### src/design/lcache_pkg.sv
// Package for the LFU cache with lifetimes: types, codes and defaults.
// Used by the interfaces, controller, datapath and top level.
`default_nettype none
package lcache_pkg;

  localparam int CAPACITY_DEF   = 64;
  localparam int KEY_BITS_DEF   = 32;
  localparam int VALUE_BITS_DEF = 64;
  localparam int ACTION_W       = 3;
  localparam int TTL_W          = 32;
  localparam int OCC_OUT_W      = 7;
  localparam int CFG_W          = 7;
  localparam int CNT_W          = 32;
  localparam int STAMP_W        = 32;
  localparam int SEC_W          = 32;
  localparam logic [CFG_W-1:0] CAP_RESET = 7'd64;

  typedef enum logic [ACTION_W-1:0] {
    ACT_GET    = 3'd0,
    ACT_PUT    = 3'd1,
    ACT_REMOVE = 3'd2,
    ACT_PROBE  = 3'd3,
    ACT_TICK   = 3'd4,
    ACT_CLEAR  = 3'd5
  } action_t;

  typedef enum logic [2:0] {
    ST_IDLE,
    ST_SCAN,
    ST_DRAIN,
    ST_APPLY,
    ST_RESULT
  } state_t;

  // Controller to datapath
  typedef struct packed {
    logic load;
    logic scan;
    logic apply;
    logic out_load;
  } cmd_t;

  // Datapath to controller
  typedef struct packed {
    logic scan_last;
  } status_t;

endpackage
`default_nettype wire

### src/design/lcache_ctrl.sv
// Controller FSM: sequences load, entry scan, apply and result hand-off.
// Depends on lcache_pkg.
`default_nettype none
module lcache_ctrl (
  input  wire logic                clk,
  input  wire logic                rst,
  input  wire logic                req_valid,
  output      logic                req_ready,
  output      logic                rsp_valid,
  input  wire logic                rsp_ready,
  output      lcache_pkg::cmd_t    cmd,
  input  wire lcache_pkg::status_t status
);
  import lcache_pkg::*;

  state_t state, state_next;
  logic   out_free;

  assign out_free = !rsp_valid || rsp_ready;

  // State register and output-valid flag
  always_ff @(posedge clk) begin
    if (rst) begin
      state     <= ST_IDLE;
      rsp_valid <= 1'b0;
    end else begin
      state <= state_next;
      if (cmd.out_load) begin
        rsp_valid <= 1'b1;
      end else if (rsp_ready) begin
        rsp_valid <= 1'b0;
      end
    end
  end

  // Next state
  always_comb begin
    state_next = state;
    unique case (state)
      ST_IDLE:   if (req_valid) state_next = ST_SCAN;
      ST_SCAN:   if (status.scan_last) state_next = ST_DRAIN;
      ST_DRAIN:  state_next = ST_APPLY;
      ST_APPLY:  state_next = ST_RESULT;
      ST_RESULT: if (out_free) state_next = ST_IDLE;
      default:   state_next = ST_IDLE;
    endcase
  end

  // Outputs
  always_comb begin
    cmd       = '0;
    req_ready = 1'b0;
    unique case (state)
      ST_IDLE: begin
        req_ready = 1'b1;
        cmd.load  = req_valid;
      end
      ST_SCAN:   cmd.scan = 1'b1;
      ST_DRAIN:  ;
      ST_APPLY:  cmd.apply = 1'b1;
      ST_RESULT: cmd.out_load = out_free;
      default:   ;
    endcase
  end
endmodule
`default_nettype wire

### config.mk
export PLATFORM = sky130hd
export DESIGN_NAME = lcache_ctrl
export DESIGN_NICKNAME = d
export VERILOG_FILES = /design/src/design/lcache_pkg.sv /design/src/design/lcache_ctrl.sv
export SDC_FILE = /design/constraint.sdc
export NUM_CORES = 1
export LEC_CHECK = 0
export BUFFER_PORTS_ARGS = -buffer_cell sky130_fd_sc_hd__clkbuf_2
export CORE_AREA = 2 2 39 41
export CTS_CLUSTER_DIAMETER = 120
export DETAILED_ROUTE_END_ITERATION = 12
export DIE_AREA = 0 0 41 43
export GPL_TIMING_DRIVEN = 0
export PLACE_DENSITY = 0.46
export SYNTH_ARGS = -nofsm -noshare
export SYNTH_HDL_FRONTEND = slang
export SYNTH_SLANG_ARGS = --single-unit
### constraint.sdc
create_clock -name clk -period 1.34 [get_ports clk]
set_clock_uncertainty 0.15 [all_clocks]
set_input_delay 0.268 -clock clk [delete_from_list [all_inputs] [get_ports clk]]
set_output_delay 0.268 -clock clk [all_outputs]
set_load 0.01 [all_outputs]
### Word-level counts from Yosys, hierarchy flattened

Index checks and enable logic that the tools add are counted.

| cells by class | value |
|---|---|
| equal/unequal tests | 7 |
| multiplexer cells | 11 |
| reduce and logical (&&, ||, !) cells | 5 |

Operators with widths:

| operator | number |
|---|---|
| case mux 3 bit (5 select lines) | 1 |
| 2-to-1 mux 3 bit | 3 |
| 2-to-1 mux 1 bit | 7 |
| equality test 3 x 2 -> 1 bit, second input constant | 2 |
| != test 2 bit, second input constant | 3 |
| equality test 3 x 1 -> 1 bit, second input constant | 1 |
| equality test 3 bit, second input constant | 1 |
| zero test 3 bit | 1 |
| AND reduction 3 bit | 1 |
| nonzero test 2 bit | 1 |
| zero test 1 bit | 1 |
| logical OR 1 bit | 1 |

| storage, ports and cells | value |
|---|---|
| register bits after elaboration | 4 |
| input port bits | 5 |
| logic and storage cells | 25 |

### Depth between registers and ports, before layout

| depth | value |
|---|---|
| depth after elaboration | 4 |
| gate-level depth with buffers | 2 |
| depth with buffers taken out | 2 |

### Worst setup path after synthesis

No wires, ideal clock.

| timing path | value |
|---|---|
| path type | reg2out |
| from | reg state[2] |
| to | out cmd[0] in the netlist's numbering |
| arrival | 0.969 ns |
| required time | 0.922 ns |
| path slack | -0.047 ns |
| cell stages (with the launch flop) | 3 |
| buffers on the path | 0 |
| cell sequence | dfxtp_1 > or3b_4 > nor2b_1 |

RTL lines:

| what | RTL line | text |
|---|---|---|
| from (decl) | lcache_ctrl.sv:16 | `state_t state, state_next;` |
| from (signal assigned) | lcache_ctrl.sv:27 | `state <= state_next;` |
| to (decl) | lcache_ctrl.sv:11 | `output lcache_pkg::cmd_t cmd,` |

==> results list <==
- Die Wd: 41 um
- Of all flip-flops after synthesis, the portion carrying an async set or reset was 0%.
* CP endpoint kind: output port
* Iteration-0 DRC Markers: 3
- After synthesis the cells add up to 210.2 um2.
- Each instance of the synthesized netlist takes up on average 10.51 um2.
- Syn nets: 25
- Post-route non-filler standard cell count: 55
* Power Density: 916.8 mW/mm2
- In this run the tool buffered the top-level ports with 10 buffer cells.
* Total Die Area: 0.001763 mm2
* Time the worst path needs with I/O delays and setup: 1.641 ns
* Int Power: 0.0002726 W
- Period Utilization, post-route: 122.4%
- For this design the total switching power over the nets is 0.00008875 W.
* Drt first pass iters: 4
* Multiplexer area fraction after synthesis: 0%
- Number of filler instances in the final layout: 153
* Clock root cell: sky130_fd_sc_hd__clkbuf_4
* Count of different cell masters after synthesis: 16
* Number of nets in the layout: 46
- The via count of the first global-routing pass came to 176.
- TritonCTS built the clock tree.
- Setup violations remaining at the end of the flow were counted as 5.
- Number of I/O pins: 11
* GR Layer Usage met2: 9.063%
- Final ANT Viol Nets: 0
- In this run the worst path has a maximum fanout of 6.
- Clock transition time at the flip-flop clock pins of the worst setup and hold paths: 0.04 ns
- By area, the combinational part of the netlist is dominated by simple AND/OR/NAND/NOR gates.
- Routability cong.: 0.5587
- Setup slack on the critical path of the routed design comes to -0.3006 ns.
* Ys flop type: sky130_fd_sc_hd__dfxtp_1
* Maximum VDD drop: 0.4434 mV
- In the routed design, unresolved DRC markers number 0.
- After detailed routing, the average wire length per cell comes to 9.964 um.
- The final reports fail on setup timing.
* Min-Delay Path Class: in2reg
- Share of synthesized area occupied by flip-flops and latches: 38.10%
- For the pin with the worst max-slew slack, the measured transition is 0.1756 ns.
- Cells taking the most area after synthesis: sky130_fd_sc_hd__dfxtp_1, sky130_fd_sc_hd__o31ai_4, sky130_fd_sc_hd__nand2b_1
- Kind of start point of the critical path: flip-flop
- The post-route netlist has 71.79% of its cells at a drive strength greater than 1.
- For this run, the total global-route usage over all layers was measured as 6.627%.
- By instance count, the leading cell after synthesis is sky130_fd_sc_hd__dfxtp_1.
- STA puts the critical path data arrival time at 1.22 ns.
- At the later pin of the worst-skew pair, clock insertion delay measures 0.23 ns.
- Counting every sink on the clock net gives 4.
- Across all layers, the routed design uses 229 vias.
- Placeable core region: 0.001384 mm2
* Area growth from synthesis to final layout: 87.50%
- Number of hold-slack violations in the final timing report: 0
* Required time worst endpoint: 0.92 ns
* Row cnt: 14
- RSZ-0062 raised after global routing: true
* Switching part of the total: 24.56%
* CTS HTree Levels: 1
* Number of enable flip-flop cells after synthesis: 0
* Post-synthesis register bit count: 4
- Run status: finished with violations
* Mapped Cells: 20
- Sequential cells account for 37.1% of the total power.
- Summing the areas of all compound-gate instances in the mapped netlist gives 23.21% of the synthesized area.
- The critical path is of the reg2out type.
- Based on the critical path, the design can be clocked at up to 0.6095 GHz.
* Finished Core Util: 28.48%
- Number of pins exceeding their max-slew limit in the final report: 0
- Wires add up to 548 um.
- XOR/XNOR share of the synthesized area: 0%
- Maxcap violations: 0
- Number of diodes: 0
- Clock network fraction of total power: 40.9%
- For this run the aggregate overflow at the end of global routing stands at 0.
- Number of antenna violations at the first check in global routing: 0
* Total power consumption of the routed design: 0.0003614 W
- Yosys warning total: 0
* Global-route met3 utilization: 4.712%
* Cell count after placement: 46
- Cell types with the highest counts after synthesis: sky130_fd_sc_hd__dfxtp_1, sky130_fd_sc_hd__nand2b_1
- Met1 Resource Use GR: 7.074%
- Logic pwr share: 22.0%
* Largest net degree at the start of global routing: 8
- For this configuration, the core starts out at a cell density of 15.19%.
* Total CTS buffers: 3
- Of all cell types, the one taking the most synthesized area is sky130_fd_sc_hd__dfxtp_1.
- First-pass GRT wire length: 731 um
* Busiest grt layer: met2
* Height of the die: 43 um
- Bufs on Longest Clock Path: 2
* Adder and majority cell fraction of the synthesized area: 0%
* Vias per inst: 4.164
- Leak: 0.1810 nW
- Worst relative slew slack: 88.29%
* Post-synthesis share of cell area spent on and, or, nand and nor gates: 38.69%
- Of the post-synthesis cell area, the dominant cell type holds 38.10%.
## timing repair
action	CTS	global route
cloned	0	0
setup buffers	4	2
pin swaps	1	4
hold buffers	0	0
endpoints found under the setup margin	5	5
gates resized for setup	5	10
## kinds of logic after synthesis
logic type	Yosys count
AND/OR/NAND/NOR	11
flip-flops	4
AO/OA/AOI/OAI	5
## power groups by stage
| stage | Combinational [W] | Sequential (W) | Clock [W] |
|---|---|---|---|
| 6_report | 0.0000796 | 0.000134 | 0.000148 |
| 5_1_grt | 0.0000891 | 0.000136 | 0.000167 |
| 4_1_cts | 0.0000659 | 0.000133 | 0.000151 |
| 3_5_place_dp | 0.0000506 | 0.000139 | 0 |
| 3_3_place_gp | 0.0000504 | 0.000138 | 0 |
| 2_1_floorplan | 0.0000287 | 0.000136 | 0 |
## cell type report
cell class                      instances  area, um2  area share, %
Tap cell                               16      20.02          5.079
Multi-Input combinational cell         16      153.9          39.05
Clock buffer                            3      22.52          5.714
Sequential cell                         4      88.84          22.54
Timing Repair Buffer                   16      108.9          27.62
## worst max-delay path, cell delays in order, from the launching register on
cell                      delay (ns)
sky130_fd_sc_hd__dfxtp_4        0.36
sky130_fd_sc_hd__or3b_4         0.42
sky130_fd_sc_hd__nor2b_4        0.12
sky130_fd_sc_hd__buf_6          0.10
## state kept, by name (all words and copies together) (netlist names)
signal and flops:
state 3, rsp_valid 1
## path summary, 6_finish.rpt
kind	slack, ns	to	start	cells after the start
hold reg to reg	0.42	state[1]$_SDFFE_PP0P_	state[0]$_SDFFE_PP0P_	2
setup / recovery	-0.30	cmd[0]	state[0]$_SDFFE_PP0P_	3
setup reg to reg	0.03	state[2]$_SDFFE_PP0P_	state[0]$_SDFFE_PP0P_	3
hold / removal	0.13	rsp_valid$_SDFFE_PP0P_	rst	2
## stage by stage
step / worst slack, ns / hold WS (ns) / instance area (um2) / setup TNS, ns
detailed placement: -0.1298 / 0.3696 / 287.8 / -0.1298
CTS: -0.3203 / 0.1259 / 349.1 / -1.049
global placement: -0.1208 / 0.3710 / 287.8 / -0.1208
floorplan: -0.004581 / 0.1871 / 217.7 / -0.004581
finish: -0.3006 / 0.1341 / 394.1 / -0.6080
global route: -0.3395 / 0.1401 / 394.1 / -0.9427
## routing by layer
metal	wire (um)	part of all wire, %
met1	226	41
met2	273	50
met3	47	8.6
met4	0	0
met5	0	0
## cells in the final DEF, fill, tap and decap left out
master,instances
sky130_fd_sc_hd__and3b_2,1
sky130_fd_sc_hd__clkbuf_2,6
sky130_fd_sc_hd__nand3b_1,1
sky130_fd_sc_hd__o311a_1,1
sky130_fd_sc_hd__nand2b_1,2
sky130_fd_sc_hd__nor3b_2,1
sky130_fd_sc_hd__nand4bb_1,1
sky130_fd_sc_hd__dfxtp_4,2
sky130_fd_sc_hd__nor2_1,1
sky130_fd_sc_hd__buf_2,3
sky130_fd_sc_hd__a21boi_1,1
sky130_fd_sc_hd__a21oi_1,1
sky130_fd_sc_hd__dfxtp_1,1
sky130_fd_sc_hd__buf_6,3
sky130_fd_sc_hd__dfxtp_2,1
sky130_fd_sc_hd__nor3_4,1
sky130_fd_sc_hd__clkbuf_4,3
sky130_fd_sc_hd__or3b_4,1
sky130_fd_sc_hd__o21ai_0,1
sky130_fd_sc_hd__nor2b_4,1
sky130_fd_sc_hd__o31ai_4,1
sky130_fd_sc_hd__and2_1,1
sky130_fd_sc_hd__buf_4,4
Note: power is estimated with default switching activity, not from simulation.
